==> config.mk <==
export PLATFORM = sky130hd
export DESIGN_NAME = count_ordered_search_list
export DESIGN_NICKNAME = d
export VERILOG_FILES = /design/src/rtl/core/cosl_pkg.sv /design/src/rtl/core/count_ordered_search_list.sv
export SDC_FILE = /design/constraint.sdc
export NUM_CORES = 1
export LEC_CHECK = 0
export ABC_AREA = 1
export ABC_CLOCK_PERIOD_IN_PS = 4150
export BUFFER_PORTS_ARGS = -buffer_cell sky130_fd_sc_hd__buf_4
export CORE_MARGIN = 3
export CORE_UTILIZATION = 36
export CTS_CLUSTER_DIAMETER = 30
export DETAILED_ROUTE_END_ITERATION = 6
export GPL_TIMING_DRIVEN = 1
export SETUP_SLACK_MARGIN = 0.5
export SKIP_LAST_GASP = 1
export SYNTH_ARGS = -nofsm -noshare
export SYNTH_HDL_FRONTEND = slang
export SYNTH_SLANG_ARGS = --single-unit
==> constraint.sdc <==
create_clock -name i_clk -period 4.15 [get_ports i_clk]
set_clock_uncertainty 0.15 [all_clocks]
set_input_delay 0 -clock i_clk [delete_from_list [all_inputs] [get_ports i_clk]]
set_output_delay 0 -clock i_clk [all_outputs]
set_load 0.05 [all_outputs]
==> src/rtl/core/cosl_pkg.sv <==
// Shared constants for the count ordered search list.
package cosl_pkg;

    localparam int DEPTH     = 16;
    localparam int KEY_W     = 8;
    localparam int CNT_W     = 16;
    localparam int IDX_W     = $clog2(DEPTH);
    localparam int FILL_W    = IDX_W + 1;
    localparam int SUM_W     = 32;

    localparam logic [CNT_W-1:0]  CNT_MAX   = {CNT_W{1'b1}};
    localparam logic [FILL_W-1:0] FILL_FULL = FILL_W'(DEPTH);

endpackage

==> src/rtl/core/count_ordered_search_list.sv <==
// Self-organizing key list ordered by access count, with one compare unit under a sequencer.
//
//  channel  | direction | handshake                 | payload
//  ---------+-----------+---------------------------+-----------------------------------------
//  input    | in        | i_in_valid / o_in_stall   | i_key
//  output   | out       | o_out_valid / i_out_stall | o_found, o_final_position,
//           |           |                           | o_access_count, o_list_size,
//           |           |                           | o_compare_total, o_dropped
//
// One word passes through the sequencer states in order: the key is latched in idle, the search
// compares from the front until a hit or the end of the fill (an empty list skips the search),
// a hit entry then moves toward the front past each predecessor with a lower count, a miss is
// appended at the tail or dropped on a full list, and the output register is loaded.
// The single key compare and the single registered read port of the entry store are walked
// one index per cycle.
// Reset is synchronous and active low; it empties the list and clears the running total.
// A result waiting under i_out_stall does not block the next input word, but the sequencer
// holds in its final state until the output register is free.
module count_ordered_search_list (
    input  logic                        i_clk,
    input  logic                        i_rst_n,
    input  logic                        i_in_valid,
    output logic                        o_in_stall,
    input  logic [cosl_pkg::KEY_W-1:0]  i_key,
    output logic                        o_out_valid,
    input  logic                        i_out_stall,
    output logic                        o_found,
    output logic [cosl_pkg::IDX_W-1:0]  o_final_position,
    output logic [cosl_pkg::CNT_W-1:0]  o_access_count,
    output logic [cosl_pkg::FILL_W-1:0] o_list_size,
    output logic [cosl_pkg::SUM_W-1:0]  o_compare_total,
    output logic                        o_dropped
);

    // Sequencer states.
    localparam logic [2:0] ST_IDLE   = 3'd0;
    localparam logic [2:0] ST_SEARCH = 3'd1;
    localparam logic [2:0] ST_BUBBLE = 3'd2;
    localparam logic [2:0] ST_MISS   = 3'd3;
    localparam logic [2:0] ST_RESULT = 3'd4;

    // Entry store: one read address and one write address per cycle.
    logic [cosl_pkg::KEY_W-1:0] r_keys   [cosl_pkg::DEPTH];
    logic [cosl_pkg::CNT_W-1:0] r_counts [cosl_pkg::DEPTH];

    logic [2:0]                  r_state, n_state;
    logic [cosl_pkg::KEY_W-1:0]  r_key, n_key;
    logic [cosl_pkg::IDX_W-1:0]  r_idx, n_idx;
    logic [cosl_pkg::CNT_W-1:0]  r_cnt, n_cnt;
    logic [cosl_pkg::FILL_W-1:0] r_fill, n_fill;
    logic [cosl_pkg::SUM_W-1:0]  r_sum, n_sum;
    logic                        r_hit, n_hit;
    logic                        r_drop, n_drop;

    logic                        r_out_valid, n_out_valid;
    logic                        r_o_found, n_o_found;
    logic [cosl_pkg::IDX_W-1:0]  r_o_pos, n_o_pos;
    logic [cosl_pkg::CNT_W-1:0]  r_o_cnt, n_o_cnt;
    logic [cosl_pkg::FILL_W-1:0] r_o_size, n_o_size;
    logic [cosl_pkg::SUM_W-1:0]  r_o_total, n_o_total;
    logic                        r_o_drop, n_o_drop;

    logic [cosl_pkg::IDX_W-1:0]  rd_addr;
    logic [cosl_pkg::KEY_W-1:0]  r_rd_key;
    logic [cosl_pkg::CNT_W-1:0]  r_rd_cnt;
    logic [cosl_pkg::CNT_W-1:0]  inc_cnt;
    logic                        wr_en;
    logic [cosl_pkg::IDX_W-1:0]  wr_addr;
    logic [cosl_pkg::KEY_W-1:0]  wr_key;
    logic [cosl_pkg::CNT_W-1:0]  wr_cnt;

    // The read address follows the next state, so the registered read data always belongs to
    // the current index; while moving an entry forward it is the slot ahead of the entry.
    assign rd_addr = (n_state == ST_BUBBLE) ? (n_idx - 1'b1) : n_idx;
    assign inc_cnt = (r_rd_cnt == cosl_pkg::CNT_MAX) ? r_rd_cnt : (r_rd_cnt + 1'b1);

    always_comb begin
        n_state     = r_state;
        n_key       = r_key;
        n_idx       = r_idx;
        n_cnt       = r_cnt;
        n_fill      = r_fill;
        n_sum       = r_sum;
        n_hit       = r_hit;
        n_drop      = r_drop;
        n_out_valid = r_out_valid;
        n_o_found   = r_o_found;
        n_o_pos     = r_o_pos;
        n_o_cnt     = r_o_cnt;
        n_o_size    = r_o_size;
        n_o_total   = r_o_total;
        n_o_drop    = r_o_drop;
        wr_en       = 1'b0;
        wr_addr     = r_idx;
        wr_key      = r_key;
        wr_cnt      = r_cnt;

        // The downstream side takes the waiting result.
        if (r_out_valid && !i_out_stall) begin
            n_out_valid = 1'b0;
        end

        case (r_state)
            ST_IDLE: begin
                if (i_in_valid) begin
                    n_key   = i_key;
                    n_idx   = '0;
                    n_hit   = 1'b0;
                    n_drop  = 1'b0;
                    n_state = (r_fill == '0) ? ST_MISS : ST_SEARCH;
                end
            end
            ST_SEARCH: begin
                if (r_rd_key == r_key) begin
                    n_cnt   = inc_cnt;
                    n_hit   = 1'b1;
                    n_sum   = r_sum + cosl_pkg::SUM_W'(r_idx) + 1'b1;
                    n_state = ST_BUBBLE;
                end else if (({1'b0, r_idx} + 1'b1) == r_fill) begin
                    n_state = ST_MISS;
                end else begin
                    n_idx = r_idx + 1'b1;
                end
            end
            ST_BUBBLE: begin
                // Pass a predecessor only when its count is strictly lower.
                if ((r_idx != '0) && (r_rd_cnt < r_cnt)) begin
                    wr_en   = 1'b1;
                    wr_addr = r_idx;
                    wr_key  = r_rd_key;
                    wr_cnt  = r_rd_cnt;
                    n_idx   = r_idx - 1'b1;
                end else begin
                    wr_en   = 1'b1;
                    wr_addr = r_idx;
                    wr_key  = r_key;
                    wr_cnt  = r_cnt;
                    n_state = ST_RESULT;
                end
            end
            ST_MISS: begin
                n_cnt = '0;
                n_sum = r_sum + ((r_fill == '0) ? cosl_pkg::SUM_W'(1)
                                                : cosl_pkg::SUM_W'(r_fill));
                if (r_fill == cosl_pkg::FILL_FULL) begin
                    n_drop = 1'b1;
                    n_idx  = '0;
                end else begin
                    wr_en   = 1'b1;
                    wr_addr = r_fill[cosl_pkg::IDX_W-1:0];
                    wr_key  = r_key;
                    wr_cnt  = '0;
                    n_idx   = r_fill[cosl_pkg::IDX_W-1:0];
                    n_fill  = r_fill + 1'b1;
                end
                n_state = ST_RESULT;
            end
            ST_RESULT: begin
                if (!r_out_valid || !i_out_stall) begin
                    n_out_valid = 1'b1;
                    n_o_found   = r_hit;
                    n_o_pos     = r_idx;
                    n_o_cnt     = r_cnt;
                    n_o_size    = r_fill;
                    n_o_total   = r_sum;
                    n_o_drop    = r_drop;
                    n_state     = ST_IDLE;
                end
            end
            default: begin
                n_state = ST_IDLE;
            end
        endcase
    end

    always_ff @(posedge i_clk) begin
        if (!i_rst_n) begin
            r_state     <= ST_IDLE;
            r_fill      <= '0;
            r_sum       <= '0;
            r_out_valid <= 1'b0;
        end else begin
            r_state     <= n_state;
            r_fill      <= n_fill;
            r_sum       <= n_sum;
            r_out_valid <= n_out_valid;
        end
    end

    always_ff @(posedge i_clk) begin
        r_key     <= n_key;
        r_idx     <= n_idx;
        r_cnt     <= n_cnt;
        r_hit     <= n_hit;
        r_drop    <= n_drop;
        r_o_found <= n_o_found;
        r_o_pos   <= n_o_pos;
        r_o_cnt   <= n_o_cnt;
        r_o_size  <= n_o_size;
        r_o_total <= n_o_total;
        r_o_drop  <= n_o_drop;
    end

    always_ff @(posedge i_clk) begin
        if (wr_en) begin
            r_keys[wr_addr]   <= wr_key;
            r_counts[wr_addr] <= wr_cnt;
        end
        r_rd_key <= r_keys[rd_addr];
        r_rd_cnt <= r_counts[rd_addr];
    end

    assign o_in_stall       = (r_state != ST_IDLE);
    assign o_out_valid      = r_out_valid;
    assign o_found          = r_o_found;
    assign o_final_position = r_o_pos;
    assign o_access_count   = r_o_cnt;
    assign o_list_size      = r_o_size;
    assign o_compare_total  = r_o_total;
    assign o_dropped        = r_o_drop;

endmodule

== After elaboration in Yosys (flattened, before gate mapping) ==
Memory sizes are Yosys's and may differ from the RTL's. A register that Yosys moved wholly into a read port is not among the register bits.
Index checks and enable logic that the tools add are counted.

* Word-level logic and storage cells: 97
* Memory bits (writable): 384
* Register bits: 130
* Memories kept: 2
* Output and inout bits: 61
* Input port bits: 12

{| class="wikitable"
|+ Memories
! memory !! depth !! width !! read ports !! clocked after memory_dff !! write ports !! RTL line !! RTL
|-
| r_counts || 16 || 16 || 1 || 1 || 1 || count_ordered_search_list.sv:44 || <nowiki>logic [cosl_pkg::CNT_W-1:0] r_counts [cosl_pkg::DEPTH];</nowiki>
|-
| r_keys || 16 || 8 || 1 || 1 || 1 || count_ordered_search_list.sv:43 || <nowiki>logic [cosl_pkg::KEY_W-1:0] r_keys [cosl_pkg::DEPTH];</nowiki>
|}

* Bitwise logic cells: 1
* Mux-type cells: 39
* Equal/unequal tests: 12
* $add $sub $neg: 9
* Reduce and logical (&&, ||, !) cells: 18
* $lt $le $gt $ge: 1

{| class="wikitable"
|+ Operators by type and width
! operator !! number
|-
| 16-bit two-way mux || 4
|-
| 16-bit one-hot mux with 2 select lines || 2
|-
| 32-bit one-hot mux with 2 select lines || 1
|-
| 32-bit by 1-bit adder with 32-bit output, second input constant || 1
|-
| 32-bit by 4-bit adder with 32-bit output || 1
|-
| 32-bit by 5-bit adder with 32-bit output || 1
|-
| 32-bit two-way mux || 1
|-
| 4-bit two-way mux || 8
|-
| 16-bit by 1-bit adder with 16-bit output, second input constant || 1
|-
| 16-bit == test, second input constant || 1
|-
| 16-bit < comparator || 1
|-
| 8-bit two-way mux || 2
|-
| 4-bit one-hot mux with 4 select lines || 1
|-
| 3-bit two-way mux || 5
|-
| 3-bit one-hot mux with 5 select lines || 1
|-
| 3-bit by 2-bit == test with 1-bit output, second input constant || 3
|-
| 1-bit two-way mux || 9
|-
| 8-bit == test || 1
|-
| 2-bit AND reduction || 4
|-
| 4-bit by 1-bit subtractor with 4-bit output, second input constant || 2
|-
| 2-bit != test, second input constant || 3
|-
| 1-bit one-hot mux with 2 select lines || 3
|-
| 3-bit AND reduction || 2
|-
| 2-bit nonzero test || 3
|-
| other kinds (17) || 19
|}

== Longest topological paths before layout ==
Gate-level depths: netlist of the first run.

* Depth in word-level cells: 7
* Depth in mapped cells: 25
* Mapped depth without buffers: 23

== Least setup slack after synthesis of the first run ==
Ideal clock, no wire load.

* Kind: register -> register
* Start: register r_state[2]
* End: register r_o_cnt, in the netlist o_access_count[0], enable pin
* Buffers on the path: 1
* Path slack: 356 ps
* Data arrival time: 3,168 ps
* Library setup time: 477 ps
* Period minus slack after synthesis: 3,794 ps
* Data required time: 3,523 ps
* Stages on the path, launching flop included: 6
* Cells stage by stage: dfxtp_1 -> buf_2 -> inv_1 -> nor2_1 -> inv_1 -> nor2_1

* Word-level cells in the longest chain between the ends: 2

{| class="wikitable"
|+ RTL lines
! what !! RTL line !! RTL
|-
| start, declared || count_ordered_search_list.sv:46 || <nowiki>logic [2:0] r_state, n_state;</nowiki>
|-
| start signal, assigned || count_ordered_search_list.sv:183 || <nowiki>r_state <= n_state;</nowiki>
|-
| 3-bit == test || count_ordered_search_list.sv:103 || <nowiki>case (r_state)</nowiki>
|-
| 2-bit AND reduction (no line) || - ||
|-
| end signal, assigned || count_ordered_search_list.sv:198 || <nowiki>r_o_cnt <= n_o_cnt;</nowiki>
|-
| end, declared || count_ordered_search_list.sv:58 || <nowiki>logic [cosl_pkg::CNT_W-1:0] r_o_cnt, n_o_cnt;</nowiki>
|}

No other way between the ends.
A chain may end at the register's enable or synchronous reset.

== Final worst setup path of the first run ==
* Start: register r_cnt[15] (netlist name)
* End: register r_rd_key[3] (netlist name), read port of r_keys

* Word-level cells in the longest chain between the ends: 6
* Elaborated cells between the ends (all ways): 9
* Those cells by class: 1 x add/sub; 1 x order compare; 1 x eq/ne; 5 x mux; 1 x reduce/logical

{| class="wikitable"
|+ RTL lines
! what !! RTL line !! RTL
|-
| start, declared || count_ordered_search_list.sv:49 || <nowiki>logic [cosl_pkg::CNT_W-1:0] r_cnt, n_cnt;</nowiki>
|-
| start signal, assigned || count_ordered_search_list.sv:193 || <nowiki>r_cnt <= n_cnt;</nowiki>
|-
| 16-bit < comparator (*) || count_ordered_search_list.sv:127 || <nowiki>if ((r_idx != '0) && (r_rd_cnt < r_cnt)) begin</nowiki>
|-
| 1-bit logical AND (*) || count_ordered_search_list.sv:127 ||
|-
| 4-bit two-way mux (*) || count_ordered_search_list.sv:127 ||
|-
| 4-bit one-hot mux with 4 select lines (*) || count_ordered_search_list.sv:103 ||
|-
| via n_idx (one bit) || count_ordered_search_list.sv:48 || <nowiki>logic [cosl_pkg::IDX_W-1:0] r_idx, n_idx;</nowiki>
|-
| 4-bit by 1-bit subtractor with 4-bit output || count_ordered_search_list.sv:74 || <nowiki>assign rd_addr = (n_state == ST_BUBBLE) ? (n_idx - 1'b1) : n_idx;</nowiki>
|-
| 4-bit two-way mux (*) || count_ordered_search_list.sv:74 ||
|-
| end, declared || count_ordered_search_list.sv:64 || <nowiki>logic [cosl_pkg::KEY_W-1:0] r_rd_key;</nowiki>
|}

The timed path passes the listed nets; every way through them passes the cells marked *.

==> key figures, run 1 <==
Run status
  – Status: completed

Power and ir drop
  – Pleak: 0.0129 uW
  – Pint: 16300 uW
  – Reg power frac: 0.264
  – Cell area power density: 871 nW/um^2
  – Clock share of power: 0.335
  – P_sw: 10300 uW
  – Combinational power share: 0.401
  – Switch share: 0.386
  – Max IR drop VDD: 591 uV

Finish
  – Area Growth Syn to Fin: 25.8%
  – Post-route cell area: 30500 sq um
  – Share of layout cells above drive strength 1: 0.154
  – Commonest non-fill, non-tap cell in the layout: inv_1
  – Commonest cells after routing, fill and taps aside: inv_1 (503), nand2_1 (502), edfxtp_1 (469)
  – Antenna diode count: 0
  – # nets final: 2668

Logic synthesis
  – Post-synthesis sequential area ratio: 0.638
  – Ys Warns: 0
  – Primary FF master, synth: edfxtp_1
  – Synth area leaders: edfxtp_1 (58%), nand3_1 (8.1%), nand2_1 (7.9%)
  – Ys async rst share: 0
  – Synthesized cell area: 24200 sq um
  – Cell accounting for the most synthesized area: edfxtp_1
  – Share of the synthesized area in the top cell type: 0.581
  – Syn_nets: 2477
  – Syn avg cell area: 9.96 sq um
  – Number of enable flip-flop cells after synthesis: 469
  – Post-synthesis register bit count: 538
  – Yosys cell types: 46
  – Syn Inst Count: 2433

Placement
  – Post-DP Area: 26100 sq um
  – PortBufs: 72
  – Dpl hpwl: 36000 um
  – Placer Congestion: 0.903

STA
  – Hold Vio Cnt, Final: 0
  – Post-route minimum period: 3500 ps
  – RSZ-0062 raised after global routing: true
  – Worst Max-Slew Pin Slew: 1400 ps
  – Relative slew margins: 0.0652
  – Setup violations, final: 0
  – F_max: 0.286 GHz
  – Final worst path period share: 0.843
  – Pins Over Slew Limit: 0
  – Setup TNS: 0 ps

Global route
  – Initial antenna violation count: 1
  – Met3 Use GR: 0.0318
  – Met1 usage: 0.218
  – Met2 Use GR: 0.316
  – Tot GR Track Use: 0.180
  – Total grt overflow: 0
  – First-pass GRT wire length: 98200 um
  – Largest net degree at the start of global routing: 53
  – Busiest grt layer: met2
  – Number of global-route vias before repair: 17.5k

Die
  – DIE AREA: 70500 sq um
  – Core Area: 66200 sq um
  – Initial Util: 0.366
  – Die Y: 265 um
  – Top Ports: 73
  – Die width: 265 um
  – Cell Rows: 94

Setup path
  – WP data arrival: 3920 ps
  – Critical path peak fanout: 8
  – CP Capture Type: flip-flop
  – CP required: 4570 ps
  – Setup CP Type: reg -> reg
  – Crit path launch type: flip-flop

Detailed routing
  – DR vias/cell: 4.93
  – TritonRoute pass-1 iters: 6
  – Final wirelength: 65400 um
  – Antenna-violating nets left: 0
  – Vias post-DR: 17.7k
  – WL/cell: 18.2 um
  – DRC: 0
  – DRT iter0 DRCs: 1598

Clock tree
  – Reg clk slew, reported paths: 50 ps
  – Clk sink count: 538
  – H-tree levels: 3
  – CTS buffer count: 109
  – Root Buffer: clkbuf_16
  – CTS tree: done
  – Skew-Pair Late Insertion Delay: 640 ps
  – CTS max path bufs: 3

Worst hold path
  – HP Class: in -> reg

Flow run
  – Max Cap Viol: 0
## synth_stat cells, types with 27 or more instances
library cell / n
ha_1: 30
buf_2: 31
o21ai_0: 60
nand3_1: 393
edfxtp_1: 469
nand2_1: 511
nor2_1: 88
nor3_1: 27
a21oi_1: 52
dfxtp_1: 69
inv_1: 503
## power groups by stage
stage | sequential [uW] | clock (uW) | combinational (uW)
final | 7010 | 8900 | 10600
after detailed placement | 7100 | 0 | 9450
after global routing | 7040 | 9310 | 11700
after global placement | 7090 | 0 | 9330
after floorplan | 7140 | 0 | 6540
after CTS | 7000 | 9020 | 9890
## cell families after synthesis
group,share of synthesized area
AND/OR/NAND/NOR,0.200
AO/OA/AOI/OAI,0.0384
XOR/XNOR,0.00145
adder cells (fa/ha/maj),0.0171
buffers and inverters,0.104
flip-flops,0.638
## metrics by stage
stage	std cells	hold slack, ps	util	power [uW]	worst slack [ps]
after floorplan	2433	-51.1	-	13700	1050
after global placement	3343	28.6	0.395	16400	420
after detailed placement	3343	29.5	0.395	16500	374
after CTS	3572	134	0.457	25900	503
after global routing	3584	186	0.460	28000	444
final	3584	167	0.460	26500	652
## final timing paths
path / from / endpoint / slack, ps / depth (start not counted)
worst max-delay path: r_cnt[15] / r_rd_key[3] / 650 / 21
worst min-delay path: i_rst_n / r_sum[10] / 170 / 4
worst max register to register: r_cnt[15] / r_rd_key[3] / 650 / 21
worst min register to register: r_hit / o_found / 270 / 0
## sequential cells by signal, indices dropped and copies added, names as in the netlist, 4 cells and up
register	flops
r_counts	256
r_keys	128
o_compare_total	32
r_sum	32
o_access_count	16
r_cnt	16
r_rd_cnt	16
r_key	8
r_rd_key	8
o_list_size	5
r_fill	5
o_final_position	4
r_idx	4
## worst max-delay path, stage by stage (launching register included)
cell,delay (ps)
edfxtp_1,410
inv_1,100
ha_1,250
a21o_1,190
nor3_2,140
nand2_1,120
inv_1,110
nand2_2,80
nand2_1,100
nand3_1,90
o21ai_2,190
nand2_2,100
inv_2,70
ha_1,230
or2_1,270
nand2_4,100
buf_12,160
clkbuf_16,190
nand3_1,100
nand3_1,80
nand3_1,90
nand2_1,90
## per-layer routing
layer	share of wire	wire (um)	up-vias
met5	0.00018	12	-
met3	0.071	4630	151
met4	0.034	2220	2
met1	0.40	26200	8425
li1	-	-	8414
met2	0.49	32300	666
## cell type report
cell class / instances / area (sq um)
clock buffer: 126 / 2920
clock inverter: 81 / 912
fill: 5987 / 35700
inverter: 512 / 1920
multi-input combinational: 1286 / 6450
sequential: 538 / 15500
tap: 864 / 1080
timing repair buffer: 177 / 1730
## what timing repair did
item	CTS	global route
hold buffers	20	0
gates cloned	2	6
setup endpoints to repair	24	31
setup buffers	0	6
endpoints found under the hold margin	85	0
gates resized for setup	7	22
pin swaps	0	7
Note: power is estimated with default switching activity, not from simulation.
==> run 2: changes to the inputs <==
Settings changed: ABC_CLOCK_PERIOD_IN_PS 4150 to 3600.
Clock period 4.15 ns to 3.6 ns, I/O delays scaled along.
==> run 2 against run 1 <==
Compared with the run above: die area unchanged; via count grew 3.6%; fmax is 4.5% higher; combinational power increased by 51%; first-iteration DRC count shrank 3.6%; register-to-register slack worse by 400 ps; non-clock buffer count rose by 81; sequential share of layout area shrank 3.5 points; worst setup slack got worse by 400 ps; cell area up 7.6%; utilization increased by 3.5 points; sequential cell count unchanged; critical path type unchanged; largest cell class unchanged.
==> key figures, run 2 (synthesis results as in run 1) <==
Placement
  – Placer Congestion: 0.912 (+1.1%)
  – DP Worst Slack: 76.4 ps (-297 ps)
  – Dpl hpwl: 37500 um (+4.0%)
  – Post-DP Area: 26400 sq um (+1.1%)
  – PortBufs: 72 (unchanged)

Setup path
  – Crit path launch type: flip-flop
  – WP data arrival: 3700 ps (-220 ps)
  – Cell Chain, Critical Path: ha_1 -> a21oi_2 -> o21a_1 -> nand2_2 -> a21oi_4 -> nand2_4 -> nand2_1 -> nand2_2 -> inv_2 -> nand3_2 -> nand2_8 -> buf_16 -> nand2_1 -> nand3_2 -> nand3_2 -> nand3_1 -> nand2_2
  – Setup CP Type: reg -> reg
  – Largest stage delay, worst path: 440 ps (+30 ps)
  – CP required: 3960 ps (-610 ps)
  – CP Capture Type: flip-flop
  – Crit-path slowest cell: dfxtp_1
  – Critical path peak fanout: 48 (+40)

Finish
  – # nets final: 2749 (+3.0%)
  – Biggest regs: r_counts: 256 flops, r_keys: 128 flops
  – Antenna diode count: 0 (unchanged)
  – Area Growth Syn to Fin: 35.3%
  – Commonest non-fill, non-tap cell in the layout: nand2_1
  – Commonest cells after routing, fill and taps aside: nand2_1 (486), inv_1 (481), edfxtp_1 (469)
  – Finished Core Util: 0.495 (+0.0349)
  – Post-route cell area: 32800 sq um (+7.6%)
  – Fillcell total: 5681 (-5.1%)
  – Biggest register: r_counts
  – Largest register FFs: 256 (unchanged)
  – Share of layout cells above drive strength 1: 0.266 (+0.112)

Die
  – DIE AREA: 70500 sq um (unchanged)
  – Die width: 265 um (unchanged)
  – Top Ports: 73 (unchanged)
  – Initial Util: 0.366 (unchanged)
  – Die Y: 265 um (unchanged)
  – Core Area: 66200 sq um (unchanged)
  – Cell Rows: 94 (unchanged)

Clock tree
  – Reg clk slew, reported paths: 50 ps (about the same)
  – CTS tree: done
  – CTS buffer count: 109 (unchanged)
  – H-tree levels: 3 (unchanged)
  – Root Buffer: clkbuf_16
  – CTS max path bufs: 3 (unchanged)
  – Clk sink count: 538 (unchanged)
  – Skew-Pair Late Insertion Delay: 660 ps (+20 ps)

Global route
  – Total grt overflow: 0 (unchanged)
  – Largest net degree at the start of global routing: 55 (+3.8%)
  – Number of global-route vias before repair: 17.8k (+1.4%)
  – Tot GR Track Use: 0.184 (+0.00396)
  – Initial antenna violation count: 0 (-1)
  – First-pass GRT wire length: 100000 um (+1.8%)

Power and ir drop
  – Max IR drop VDD: 665 uV (+13%)
  – Pleak: 0.0138 uW (+7.1%)
  – Clock share of power: 0.290 (-0.045)
  – P_sw: 13500 uW (+32%)
  – Reg power frac: 0.239 (-0.025)
  – Cell area power density: 1040 nW/um^2 (+19%)
  – Combinational power share: 0.471 (+0.070)
  – Pint: 20600 uW (+26%)
  – Switch share: 0.397 (+0.0104)

STA
  – Pins Over Slew Limit: 0 (unchanged)
  – F_max: 0.299 GHz (+4.5%)
  – Hold Vio Cnt, Final: 0 (unchanged)
  – Setup TNS: 0 ps (unchanged)
  – RSZ-0062 raised after global routing: true
  – Worst Max-Slew Pin Slew: 660 ps (-742 ps)
  – Final WS setup: 251 ps (-401 ps)
  – Hold Slack: 157 ps (-9.96 ps)
  – Relative slew margins: 0.560 (+0.494)
  – Post-route minimum period: 3350 ps (-149 ps)
  – Setup violations, final: 0 (unchanged)
  – Final worst path period share: 0.930 (+0.0873)

Detailed routing
  – WL/cell: 18.6 um (+2.0%)
  – DRC: 0 (unchanged)
  – Final wirelength: 68100 um (+4.3%)
  – DRT iter0 DRCs: 1540 (-3.6%)
  – Antenna-violating nets left: 0 (unchanged)
  – DR vias/cell: 5.00 (+1.4%)
  – Vias post-DR: 18.3k (+3.6%)
  – TritonRoute pass-1 iters: 6 (unchanged)

Worst hold path
  – HP Class: in -> reg

Run status
  – Status: completed

Flow run
  – Max Cap Viol: 0 (unchanged)
[run 2: changes by cell type in the layout (fill, tap and decap cells not counted), moves of 14 or more]
cell,change
ha_4,+14
buf_12,+18
inv_1,-22
inv_2,+18
nand3_1,-168
nand2_1,-16
buf_4,+48
nand3_2,+147
ha_1,-14
nand3_4,+21
[run 2: path summary, 6_finish.rpt]
| check | from | to | slack, ps | cells past startpoint |
|---|---|---|---|---|
| min reg2reg | r_hit | o_found | 270 | 0 |
| min | i_rst_n | r_sum[10] | 160 | 4 |
| max | r_rd_cnt[5] | r_rd_cnt[7] | 250 | 17 |
| max reg2reg | r_rd_cnt[5] | r_rd_cnt[7] | 250 | 17 |
[run 2: power by group through the flow]
| stage | clock (uW) | sequential [uW] | combinational [uW] |
|---|---|---|---|
| final | 9890 | 8140 | 16000 |
| after global routing | 10400 | 8170 | 17200 |
| after CTS | 10000 | 8100 | 13200 |
| after detailed placement | 0 | 8200 | 11000 |
| after global placement | 0 | 8190 | 10800 |
| after floorplan | 0 | 8240 | 7540 |
[run 2: what timing repair did]
item	4_1_cts	5_1_grt
hold endpoints to repair	87	0
setup endpoints to repair	277	96
gates cloned	9	6
buffers inserted	19	42
hold buffers	19	0
resized for setup	79	269
pin swaps	43	127
[run 2: final cells by class]
| class | count | area, sq um | area share |
|---|---|---|---|
| multi-input cells | 1286 | 7820 | 0.238 |
| flip-flops and latches | 538 | 15500 | 0.472 |
| well taps | 864 | 1080 | 0.0330 |
| clock inverters | 80 | 858 | 0.0262 |
| clock buffers | 125 | 2850 | 0.0868 |
| repair buffers | 258 | 2760 | 0.0843 |
| inverters | 512 | 1930 | 0.0590 |
[run 2: critical path, delay by kind of cell, from the launching register on]
kind,cells,cell delay [ps]
buffers and inverters,2,390
flip-flops,1,440
adder cells (fa/ha/maj),1,300
AND/OR/NAND/NOR,11,1290
AO/OA/AOI/OAI,3,580
[run 2: metal layers]
metal | track usage | up-vias | wire (um)
li1 | - | 8605 | -
met1 | 0.229 | 8815 | 27300
met2 | 0.314 | 695 | 33700
met3 | 0.0327 | 185 | 4590
met4 | 0.0814 | 0 | 2580
met5 | 0 | - | 0
[run 2: through the flow]
step                std cells  total power [uW]
floorplan                2433             15800
global placement         3363             19000
detailed placement       3363             19200
CTS                      3615             31300
global route             3663             35800
finish                   3663             34100
